$ cat src/hw/rtl/uart_frame_receiver_defines.svh
// Assertion helpers shared by the receiver RTL.
`ifndef UART_FRAME_RECEIVER_DEFINES_SVH
`define UART_FRAME_RECEIVER_DEFINES_SVH

// Same-cycle implication, checked outside reset.
`define UFR_ASSERT_SAME(label, clk, rstn, ante, cons) \
    label: assert property (@(posedge clk) disable iff (!(rstn)) (ante) |-> (cons)) \
        else $error("uart_frame_receiver: same-cycle check failed");

// Next-cycle implication, checked outside reset.
`define UFR_ASSERT_NEXT(label, clk, rstn, ante, cons) \
    label: assert property (@(posedge clk) disable iff (!(rstn)) (ante) |=> (cons)) \
        else $error("uart_frame_receiver: next-cycle check failed");

`endif

$ cat src/hw/rtl/ufr_pkg.sv
package ufr_pkg;

    localparam int PERIOD_W     = 20;
    localparam int TPM_W        = 20;
    localparam int TIMEOUT_MS_W = 16;
    localparam int LIMIT_W      = PERIOD_W + TIMEOUT_MS_W;
    localparam int BIT_INDEX_W  = 4;
    localparam int SHIFT_W      = 9;
    localparam int DATA_W       = 8;
    localparam int APB_ADDR_W   = 4;
    localparam int APB_DATA_W   = 32;

    localparam int MAX_FRAME_BITS   = 11;
    localparam int MAX_PAYLOAD_BITS = MAX_FRAME_BITS - 2;
    localparam int DATA_BITS_SEVEN  = 7;
    localparam int DATA_BITS_EIGHT  = 8;

    localparam logic [1:0] PARITY_EVEN = 2'd1;
    localparam logic [1:0] PARITY_ODD  = 2'd2;

    localparam logic [PERIOD_W-1:0] BIT_PERIOD_RESET = 20'd9615;
    localparam logic [TPM_W-1:0]    TPM_RESET        = 20'd100000;
    localparam logic                DATA_BITS_RESET  = 1'b1;
    localparam logic [1:0]          PARITY_RESET     = 2'd0;

    typedef enum logic [1:0] {
        REG_BIT_PERIOD   = 2'd0,
        REG_TICKS_PER_MS = 2'd1,
        REG_DATA_BITS    = 2'd2,
        REG_PARITY       = 2'd3
    } ufr_reg_idx_t;

    typedef enum logic [1:0] {
        PH_IDLE         = 2'd0,
        PH_HUNT_TIMED   = 2'd1,
        PH_HUNT_FOREVER = 2'd2,
        PH_RECEIVE      = 2'd3
    } ufr_phase_t;

    typedef enum logic [1:0] {
        ST_OK           = 2'd0,
        ST_FRAME_ERROR  = 2'd1,
        ST_PARITY_ERROR = 2'd2,
        ST_TIMEOUT      = 2'd3
    } ufr_status_t;

    typedef struct packed {
        logic [PERIOD_W-1:0] bit_period_ticks;
        logic [TPM_W-1:0]    ticks_per_ms;
        logic                data_bits_mode;
        logic [1:0]          parity_mode;
    } ufr_cfg_t;

    typedef struct packed {
        ufr_status_t       status;
        logic [DATA_W-1:0] data;
    } ufr_result_t;

endpackage

$ cat src/hw/rtl/uart_frame_receiver.sv
// Channel   Direction  Ports                                         Moves
// s_        in         s_valid/s_ready, operation, line, timeout     one tick or start
// m_        out        m_valid/m_ready, status, received_data        one receive result
// APB       in/out     psel, penable, pwrite, paddr, pwdata, prdata  register access
//
// Each transfer is handled in its accepting cycle: one item per clock unless stalled.
// A result goes into a two-entry queue; s_ready drops only while both entries wait.
// Synchronous active-low reset restores register defaults and leaves the receiver idle.
// Registers are read live on every tick and should be written while no receive is armed.
`include "uart_frame_receiver_defines.svh"

module uart_frame_receiver (
    input  logic                             aclk,
    input  logic                             aresetn,
    // Configuration port.
    input  logic                             psel,
    input  logic                             penable,
    input  logic                             pwrite,
    input  logic [ufr_pkg::APB_ADDR_W-1:0]   paddr,
    input  logic [ufr_pkg::APB_DATA_W-1:0]   pwdata,
    output logic [ufr_pkg::APB_DATA_W-1:0]   prdata,
    output logic                             pready,
    // Input channel.
    input  logic                             s_valid,
    output logic                             s_ready,
    input  logic                             s_operation,
    input  logic                             s_line_level,
    input  logic [ufr_pkg::TIMEOUT_MS_W-1:0] s_timeout_ms,
    // Result channel.
    output logic                             m_valid,
    input  logic                             m_ready,
    output logic [1:0]                       m_status,
    output logic [ufr_pkg::DATA_W-1:0]       m_received_data
);
    import ufr_pkg::*;

    ufr_cfg_t    cfg;
    ufr_result_t res_data;
    ufr_result_t head;
    logic        res_push;
    logic        in_fire;
    logic        queue_full;

    // The register block decodes paddr[3:2]; every write address maps to one register.
    ufr_config_regs u_regs (
        .aclk    (aclk),
        .aresetn (aresetn),
        .psel    (psel),
        .penable (penable),
        .pwrite  (pwrite),
        .paddr   (paddr),
        .pwdata  (pwdata),
        .prdata  (prdata),
        .pready  (pready),
        .cfg     (cfg)
    );

    // A transfer is accepted whenever the result queue has room for a possible result.
    assign s_ready = !queue_full;
    assign in_fire = s_valid && s_ready;

    // The frame core turns one accepted transfer into its state update and at most
    // one result, all within the accepting cycle.
    ufr_frame_core u_core (
        .aclk          (aclk),
        .aresetn       (aresetn),
        .cfg           (cfg),
        .in_fire       (in_fire),
        .in_operation  (s_operation),
        .in_line_level (s_line_level),
        .in_timeout_ms (s_timeout_ms),
        .res_push      (res_push),
        .res_data      (res_data)
    );

    // Results wait here so a stalled consumer does not stop the tick stream at once.
    ufr_result_queue u_queue (
        .aclk      (aclk),
        .aresetn   (aresetn),
        .push      (res_push),
        .push_data (res_data),
        .pop       (m_valid && m_ready),
        .not_empty (m_valid),
        .full      (queue_full),
        .head      (head)
    );

    assign m_status        = head.status;
    assign m_received_data = head.data;

    `UFR_ASSERT_SAME(a_stall_needs_backlog, aclk, aresetn, !s_ready, m_valid)
    `UFR_ASSERT_SAME(a_error_data_zero, aclk, aresetn, m_valid && (m_status != ST_OK), m_received_data == '0)
    `UFR_ASSERT_SAME(a_start_no_result, aclk, aresetn, in_fire && s_operation, !res_push)
    `UFR_ASSERT_NEXT(a_push_shows_valid, aclk, aresetn, res_push, m_valid)

endmodule

$ cat src/hw/rtl/ufr_config_regs.sv
module ufr_config_regs (
    input  logic                           aclk,
    input  logic                           aresetn,
    input  logic                           psel,
    input  logic                           penable,
    input  logic                           pwrite,
    input  logic [ufr_pkg::APB_ADDR_W-1:0] paddr,
    input  logic [ufr_pkg::APB_DATA_W-1:0] pwdata,
    output logic [ufr_pkg::APB_DATA_W-1:0] prdata,
    output logic                           pready,
    output ufr_pkg::ufr_cfg_t              cfg
);
    import ufr_pkg::*;

    ufr_cfg_t     cfg_reg, cfg_next;
    ufr_reg_idx_t reg_idx;
    logic         wr_en;

    assign pready  = 1'b1;
    assign reg_idx = ufr_reg_idx_t'(paddr[APB_ADDR_W-1:2]);
    assign wr_en   = psel && penable && pwrite && pready;
    assign cfg     = cfg_reg;

    always_comb begin
        cfg_next = cfg_reg;
        if (wr_en) begin
            unique case (reg_idx)
                REG_BIT_PERIOD:   cfg_next.bit_period_ticks = pwdata[PERIOD_W-1:0];
                REG_TICKS_PER_MS: cfg_next.ticks_per_ms     = pwdata[TPM_W-1:0];
                REG_DATA_BITS:    cfg_next.data_bits_mode   = pwdata[0];
                REG_PARITY:       cfg_next.parity_mode      = pwdata[1:0];
            endcase
        end
    end

    always_comb begin
        unique case (reg_idx)
            REG_BIT_PERIOD:   prdata = APB_DATA_W'(cfg_reg.bit_period_ticks);
            REG_TICKS_PER_MS: prdata = APB_DATA_W'(cfg_reg.ticks_per_ms);
            REG_DATA_BITS:    prdata = APB_DATA_W'(cfg_reg.data_bits_mode);
            REG_PARITY:       prdata = APB_DATA_W'(cfg_reg.parity_mode);
        endcase
    end

    always_ff @(posedge aclk) begin
        if (!aresetn) begin
            cfg_reg.bit_period_ticks <= BIT_PERIOD_RESET;
            cfg_reg.ticks_per_ms     <= TPM_RESET;
            cfg_reg.data_bits_mode   <= DATA_BITS_RESET;
            cfg_reg.parity_mode      <= PARITY_RESET;
        end else begin
            cfg_reg <= cfg_next;
        end
    end

endmodule

$ cat src/hw/rtl/ufr_frame_core.sv
module ufr_frame_core (
    input  logic                             aclk,
    input  logic                             aresetn,
    input  ufr_pkg::ufr_cfg_t                cfg,
    input  logic                             in_fire,
    input  logic                             in_operation,
    input  logic                             in_line_level,
    input  logic [ufr_pkg::TIMEOUT_MS_W-1:0] in_timeout_ms,
    output logic                             res_push,
    output ufr_pkg::ufr_result_t             res_data
);
    import ufr_pkg::*;

    ufr_phase_t             phase_reg, phase_next;
    logic [LIMIT_W-1:0]     limit_reg, limit_next;
    logic [LIMIT_W-1:0]     elapsed_reg, elapsed_next;
    logic [PERIOD_W-1:0]    btc_reg, btc_next;
    logic [BIT_INDEX_W-1:0] bit_index_reg, bit_index_next;
    logic [SHIFT_W-1:0]     shift_reg, shift_next;
    logic                   parity_reg, parity_next;

    logic [PERIOD_W-1:0]    period;
    logic [PERIOD_W-1:0]    quarter;
    logic                   parity_on;
    logic [BIT_INDEX_W-1:0] n_raw, n_bits;
    logic [SHIFT_W-1:0]     top_bit, masked;
    logic [DATA_W-1:0]      ok_data;
    logic                   timeout_hit, sample_due, stop_slot, frame_done;

    assign period    = (cfg.bit_period_ticks == '0) ? PERIOD_W'(1) : cfg.bit_period_ticks;
    assign quarter   = {2'b00, period[PERIOD_W-1:2]};
    assign parity_on = (cfg.parity_mode == PARITY_EVEN) || (cfg.parity_mode == PARITY_ODD);
    assign n_raw     = (cfg.data_bits_mode ? BIT_INDEX_W'(DATA_BITS_EIGHT)
                                           : BIT_INDEX_W'(DATA_BITS_SEVEN))
                       + BIT_INDEX_W'(parity_on);
    assign n_bits    = (n_raw > BIT_INDEX_W'(MAX_PAYLOAD_BITS)) ? BIT_INDEX_W'(MAX_PAYLOAD_BITS)
                                                                : n_raw;
    // Payload bits enter at the top and shift down, so the last one lands at n-1.
    assign top_bit   = SHIFT_W'(1) << (n_bits - BIT_INDEX_W'(1));
    assign masked    = shift_reg & ~top_bit;
    assign ok_data   = parity_on ? masked[DATA_W-1:0] : shift_reg[DATA_W-1:0];

    assign timeout_hit = (phase_reg == PH_HUNT_TIMED) && (elapsed_reg >= limit_reg);
    assign sample_due  = (phase_reg == PH_RECEIVE) && (btc_reg[PERIOD_W-1:1] == '0);
    assign stop_slot   = bit_index_reg > n_bits;
    assign frame_done  = sample_due && ((bit_index_reg == '0) ? in_line_level : stop_slot);

    always_comb begin
        phase_next = phase_reg;
        if (in_fire) begin
            if (in_operation) begin
                phase_next = (in_timeout_ms == '0) ? PH_HUNT_FOREVER : PH_HUNT_TIMED;
            end else begin
                unique case (phase_reg) inside
                    PH_IDLE: phase_next = PH_IDLE;
                    PH_HUNT_TIMED, PH_HUNT_FOREVER: begin
                        if (timeout_hit) begin
                            phase_next = PH_IDLE;
                        end else if (!in_line_level) begin
                            phase_next = PH_RECEIVE;
                        end
                    end
                    PH_RECEIVE: begin
                        if (frame_done) begin
                            phase_next = PH_IDLE;
                        end
                    end
                endcase
            end
        end
    end

    always_comb begin
        limit_next      = limit_reg;
        elapsed_next    = elapsed_reg;
        btc_next        = btc_reg;
        bit_index_next  = bit_index_reg;
        shift_next      = shift_reg;
        parity_next     = parity_reg;
        res_push        = 1'b0;
        res_data.status = ST_OK;
        res_data.data   = '0;
        if (in_fire) begin
            if (in_operation) begin
                limit_next     = LIMIT_W'(cfg.ticks_per_ms) * LIMIT_W'(in_timeout_ms);
                elapsed_next   = '0;
                btc_next       = '0;
                bit_index_next = '0;
                shift_next     = '0;
                parity_next    = 1'b0;
            end else begin
                unique case (phase_reg) inside
                    PH_IDLE: begin
                        res_push = 1'b0;
                    end
                    PH_HUNT_TIMED, PH_HUNT_FOREVER: begin
                        if (timeout_hit) begin
                            res_push        = 1'b1;
                            res_data.status = ST_TIMEOUT;
                        end else if (!in_line_level) begin
                            shift_next  = '0;
                            parity_next = (cfg.parity_mode == PARITY_ODD);
                            // With a quarter period of zero the detecting tick is
                            // itself the start bit sample, and it reads low.
                            if (quarter == '0) begin
                                bit_index_next = BIT_INDEX_W'(1);
                                btc_next       = period;
                            end else begin
                                bit_index_next = '0;
                                btc_next       = quarter;
                            end
                        end else if (phase_reg == PH_HUNT_TIMED) begin
                            elapsed_next = elapsed_reg + LIMIT_W'(1);
                        end
                    end
                    PH_RECEIVE: begin
                        if (!sample_due) begin
                            btc_next = btc_reg - PERIOD_W'(1);
                        end else begin
                            btc_next = period;
                            if (bit_index_reg == '0) begin
                                if (in_line_level) begin
                                    res_push        = 1'b1;
                                    res_data.status = ST_FRAME_ERROR;
                                end else begin
                                    bit_index_next = BIT_INDEX_W'(1);
                                end
                            end else if (!stop_slot) begin
                                shift_next     = {1'b0, shift_reg[SHIFT_W-1:1]}
                                                 | (in_line_level ? top_bit : '0);
                                parity_next    = parity_reg ^ in_line_level;
                                bit_index_next = bit_index_reg + BIT_INDEX_W'(1);
                            end else begin
                                res_push = 1'b1;
                                if (!in_line_level) begin
                                    res_data.status = ST_FRAME_ERROR;
                                end else if (parity_on && parity_reg) begin
                                    res_data.status = ST_PARITY_ERROR;
                                end else begin
                                    res_data.status = ST_OK;
                                    res_data.data   = ok_data;
                                end
                            end
                        end
                    end
                endcase
            end
        end
    end

    always_ff @(posedge aclk) begin
        if (!aresetn) begin
            phase_reg     <= PH_IDLE;
            limit_reg     <= '0;
            elapsed_reg   <= '0;
            btc_reg       <= '0;
            bit_index_reg <= '0;
            shift_reg     <= '0;
            parity_reg    <= 1'b0;
        end else begin
            phase_reg     <= phase_next;
            limit_reg     <= limit_next;
            elapsed_reg   <= elapsed_next;
            btc_reg       <= btc_next;
            bit_index_reg <= bit_index_next;
            shift_reg     <= shift_next;
            parity_reg    <= parity_next;
        end
    end

endmodule

$ cat src/hw/rtl/ufr_result_queue.sv
module ufr_result_queue (
    input  logic                 aclk,
    input  logic                 aresetn,
    input  logic                 push,
    input  ufr_pkg::ufr_result_t push_data,
    input  logic                 pop,
    output logic                 not_empty,
    output logic                 full,
    output ufr_pkg::ufr_result_t head
);
    import ufr_pkg::*;

    localparam int DEPTH = 2;
    localparam int PTR_W = $clog2(DEPTH);
    localparam int CNT_W = $clog2(DEPTH + 1);

    ufr_result_t      entry_reg [DEPTH];
    logic [PTR_W-1:0] wr_ptr_reg, rd_ptr_reg;
    logic [CNT_W-1:0] count_reg, count_next;

    assign not_empty = (count_reg != '0);
    assign full      = (count_reg == CNT_W'(DEPTH));
    assign head      = entry_reg[rd_ptr_reg];

    always_comb begin
        count_next = count_reg;
        if (push && !pop) begin
            count_next = count_reg + CNT_W'(1);
        end else if (pop && !push) begin
            count_next = count_reg - CNT_W'(1);
        end
    end

    always_ff @(posedge aclk) begin
        if (!aresetn) begin
            wr_ptr_reg <= '0;
            rd_ptr_reg <= '0;
            count_reg  <= '0;
        end else begin
            if (push) begin
                wr_ptr_reg <= wr_ptr_reg + PTR_W'(1);
            end
            if (pop) begin
                rd_ptr_reg <= rd_ptr_reg + PTR_W'(1);
            end
            count_reg <= count_next;
        end
    end

    always_ff @(posedge aclk) begin
        if (push) begin
            entry_reg[wr_ptr_reg] <= push_data;
        end
    end

endmodule

$ cat config.mk
export PLATFORM = sky130hd
export DESIGN_NAME = uart_frame_receiver
export DESIGN_NICKNAME = d
export VERILOG_FILES = /design/src/hw/rtl/ufr_pkg.sv /design/src/hw/rtl/uart_frame_receiver.sv /design/src/hw/rtl/ufr_config_regs.sv /design/src/hw/rtl/ufr_frame_core.sv /design/src/hw/rtl/ufr_result_queue.sv
export VERILOG_INCLUDE_DIRS = /design/src /design/src/hw/rtl
export SDC_FILE = /design/constraint.sdc
export NUM_CORES = 1
export LEC_CHECK = 0
export BUFFER_PORTS_ARGS = -buffer_cell sky130_fd_sc_hd__clkbuf_2
export CORE_MARGIN = 2
export CORE_UTILIZATION = 30
export DETAILED_ROUTE_END_ITERATION = 16
export HOLD_SLACK_MARGIN = 0.06
export PLACE_DENSITY = 0.57
export RECOVER_POWER = 50
export REMOVE_ABC_BUFFERS = 1
export SLEW_MARGIN = 10
export SYNTH_ARGS = -nofsm -noshare
export SYNTH_HDL_FRONTEND = slang
export SYNTH_HIERARCHICAL = 1
export SYNTH_SLANG_ARGS = --single-unit
export TNS_END_PERCENT = 100
$ cat constraint.sdc
create_clock -name aclk -period 7.5 [get_ports aclk]
set_input_delay 0.75 -clock aclk [delete_from_list [all_inputs] [get_ports aclk]]
set_output_delay 0.75 -clock aclk [all_outputs]
set_load 0.1 [all_outputs]
==> results.md <==
* Worst reg-to-reg path cell count at 21
* Setup WS post-layout at 0.942 ns
* Part of the cycle the worst path needs at between 80% and 90%
* H-tree depth at 4
* Leak Pwr at 9.91 nW
* Synth area leaders: fa_1 25%, dfxtp_1 15%, ha_1 10%
* Ys async rst share at 0%
* Syn_area_per_cell at between 8 and 9 um^2
* First-pass GRT wire length at between 80 and 90 mm
* Worst hold path type: reg2reg
* Synth-to-layout area growth at 8.61%
* FF-to-FF End: u_core/limit_reg[29]$_SDFFE_PN0P_
* Worst-path maximum fanout at 11
* Area leader, netlist: fa_1
* Die Width at around 260 um
* Iteration count of the initial detailed-routing pass at 5
* Worst Setup SP: u_regs/cfg[8]$_SDFFE_PN1P_
* Nature of the critical path endpoint: flop
* Slew of the pin with the lowest slew margin at ~2.1 ns
* Die H at about 260 um
* FF+latch count, synth at approximately 180
* Dpl hpwl at a little over 40 mm
* Grt met2 use at about a quarter
* Pwr dens at 225 nW/um^2
* Cell Area, Synth at roughly 20000 um^2
* Combinational Power Share at roughly three fifths
* Net Sw Power at roughly 2.3 mW
* Worst reg2reg path startpoint: u_regs/cfg[8]$_SDFFE_PN1P_
* Largest net degree at the start of global routing at 90
* Setup slack, reg-to-reg at approximately 0.94 ns
* Final instance area at about 22000 um^2
* CTS Buf Count at 17
* Final nets at approximately 2800
* CTS tree: built
* DRT antenna net count at 0
* Cell Rows at 95
* Period minus WS final at 6.56 ns
* Gate Count Post-Synth at around 2300
* Switching Fraction at 46.2%
* Relative slew slack at -39.3%
* Clk sink count at about 180
* RSZ-0062 raised after global routing: no
* PostCTS Resize Cnt at 0
* Max FFs per register at 43
* Synth warnings at 6
* Remaining Overflow, GRT at 0
* DRT iter0 DRCs at between 700 and 800
* Port Buffers at just under 80
* Max-slew violations at ~180
* Worst hold path startpoint: u_core/shift_reg[0]$_SDFFE_PN0P_
* Skew final at between 0.02 and 0.025 ns
* Gp weighted congestion at approximately 0.83
* Distinct cells, synth at 81
* Max Cap Viol at 5
* Io pins at about 110
* Clock latency on the worst-skew pair at 0.50 ns
* Gr busiest metal: met2
* Cell Count, Final, Fillers Out at about 3200
* Hold_buf cts at 0
* Worst hold stages at 2
* WP data required at between 7 and 8 ns
* Initial antenna violation count at 1
* Fmax at around 150 MHz
* Clock network fraction of total power at a little under a fifth
* Initial Utilization at a little under a third
* Outcome: finished with violations
* Setup Fix Bufs, Post-CTS at 0
* Post-synth EDFFs at 20
* Top cell type's share of synthesized area at between 20% and 30%
* Primary FF master, synth: dfxtp_1
* Post-DP Area at 21400 um^2
* Register area share after synthesis at a little under a fifth
* Inserted Diodes at 0
* GR Util met1 at 20.7%
* Fraction of layout cells with a size suffix above 1 at roughly 5.9%
* Setup violators final at 0
* Die ar. at 69500 um^2
* GRT Overall Usage at between 10% and 20%
* Vias in the first global route at roughly 16000
* Wirelength per Cell at between 15 and 20 um
* Root Buffer: clkbuf_16
* CP arrival at roughly 6.9 ns
* Violated checks: max-capacitance violations, max-slew violations
* IR drop worst, VDD at 0.000205 V
* WHS Endpoint: u_core/shift_reg[0]$_SDFFE_PN0P_
* Vias per cell at between 4 and 5
* Max clock buf depth at 2
* Via count at ~16000
* Power Internal at roughly 2.7 mW
* Routed WL at approximately 52 mm
* CP Launch Type: flop
* Cell count after placement at ~3200
* Reg power frac at between 20 and 25%
* Util after Layout at between 30 and 40%
* Accumulated negative setup slack at 0 ns
* DRC Markers at 0
* Fillers at roughly 7100
* M3 GR Usage at 2.73%
* Worst setup path category: reg2reg
* Core Region at approximately 67000 um^2
* Clock transition at the registers of the reported paths at about 0.070 ns
* Pre-CTS setup slack at 0.541 ns
* Hold Fails Final Rpt at 0
-- synthesized netlist by cell type, types with 13 or more instances --
library cell  number
a211oi_1          14
a21boi_0          13
a21o_1            23
a21oi_1           77
a31oi_1           13
and2_1           176
and3_1            18
buf_4             13
clkbuf_1         102
dfxtp_1          156
edfxtp_1          20
fa_1             250
ha_1             161
inv_1            347
mux2i_1           69
nand2_1          339
nand3_1           41
nor2_1            83
nor2b_1           29
nor3_1            19
nor4_1            13
o211ai_1          15
o21ai_0           73
o31ai_1           15
or3_1             21
or4_1             18
xnor2_1           27
xor2_1            25
-- cells by family after synthesis --
kind of cell    share of synthesized area, %
simple gates                            20.0
buf+inv                                 9.24
fa+ha+maj                               34.7
compound gates                          11.3
flops                                   18.4
mux                                     4.08
xor+xnor                                2.25
other cells                           0.0371
-- area by class of cell --
| class | count | area (um^2) | area share (%) |
|---|---|---|---|
| tap | 873 | 1090 | 4.97 |
| multi-input combinational | 1707 | 14700 | 66.8 |
| timing repair buffer | 112 | 588 | 2.68 |
| clock buffer | 18 | 429 | 1.95 |
| sequential | 176 | 3720 | 17.0 |
| inverter | 347 | 1300 | 5.93 |
| clock inverter | 14 | 150 | 0.684 |
-- how the worst max path moves through the flow --
stage                                              to  depth (start not counted)
floorplan           u_core/limit_reg[30]$_SDFFE_PN0P_                         20
global placement    u_core/limit_reg[29]$_SDFFE_PN0P_                         21
detailed placement  u_core/limit_reg[29]$_SDFFE_PN0P_                         21
CTS                 u_core/limit_reg[29]$_SDFFE_PN0P_                         20
global route        u_core/limit_reg[29]$_SDFFE_PN0P_                         20
finish              u_core/limit_reg[29]$_SDFFE_PN0P_                         21
-- power groups by stage --
stage	clock, mW	combinational, mW	sequential [mW]
2_1_floorplan	0	2.28	1.08
3_3_place_gp	0	2.96	1.10
3_5_place_dp	0	2.96	1.10
4_1_cts	0.949	2.98	1.08
5_1_grt	0.982	3.38	1.09
6_report	0.914	2.96	1.08
-- routing by layer --
metal / routed length [um] / up-vias
li1: - / 7669
met1: 24600 / 7653
met2: 24600 / 287
met3: 2120 / 49
met4: 1060 / 0
met5: 0 / -
-- layout by cell type, fill, tap and decap left out, types with 23 or more instances in the layout --
cell type / instances
a21o_1: 23
a21oi_1: 77
and2_1: 173
buf_4: 30
clkbuf_1: 39
clkbuf_2: 44
dfxtp_1: 156
fa_1: 250
ha_1: 161
inv_1: 347
mux2i_1: 69
nand2_1: 339
nand3_1: 41
nor2_1: 84
nor2b_1: 29
o21ai_0: 73
xnor2_1: 27
xor2_1: 25
-- critical path, stage by stage (launching register included) --
cell and delay (ns):
dfxtp_1 0.78, nand2_1 0.14, fa_1 0.51, inv_1 0.05
fa_1 0.50, inv_1 0.06, fa_1 0.53, inv_1 0.05
fa_1 0.46, fa_1 0.50, inv_1 0.05, fa_1 0.47
inv_1 0.04, ha_1 0.35, nand2_1 0.08, a211oi_1 0.36
o2111ai_1 0.30, a21boi_0 0.35, a31oi_1 0.17, o41ai_1 0.44
xnor2_1 0.17, o22ai_1 0.08
-- stage by stage --
| stage | hold slack [ns] | power, mW |
|---|---|---|
| 6_report | 0.456 | 4.95 |
| 3_5_place_dp | 0.448 | 4.06 |
| 3_3_place_gp | 0.440 | 4.06 |
| 2_1_floorplan | 0.433 | 3.36 |
| 4_1_cts | 0.458 | 5.01 |
| 5_1_grt | 0.494 | 5.45 |
No activity file was read; power rests on OpenSTA's default activity.
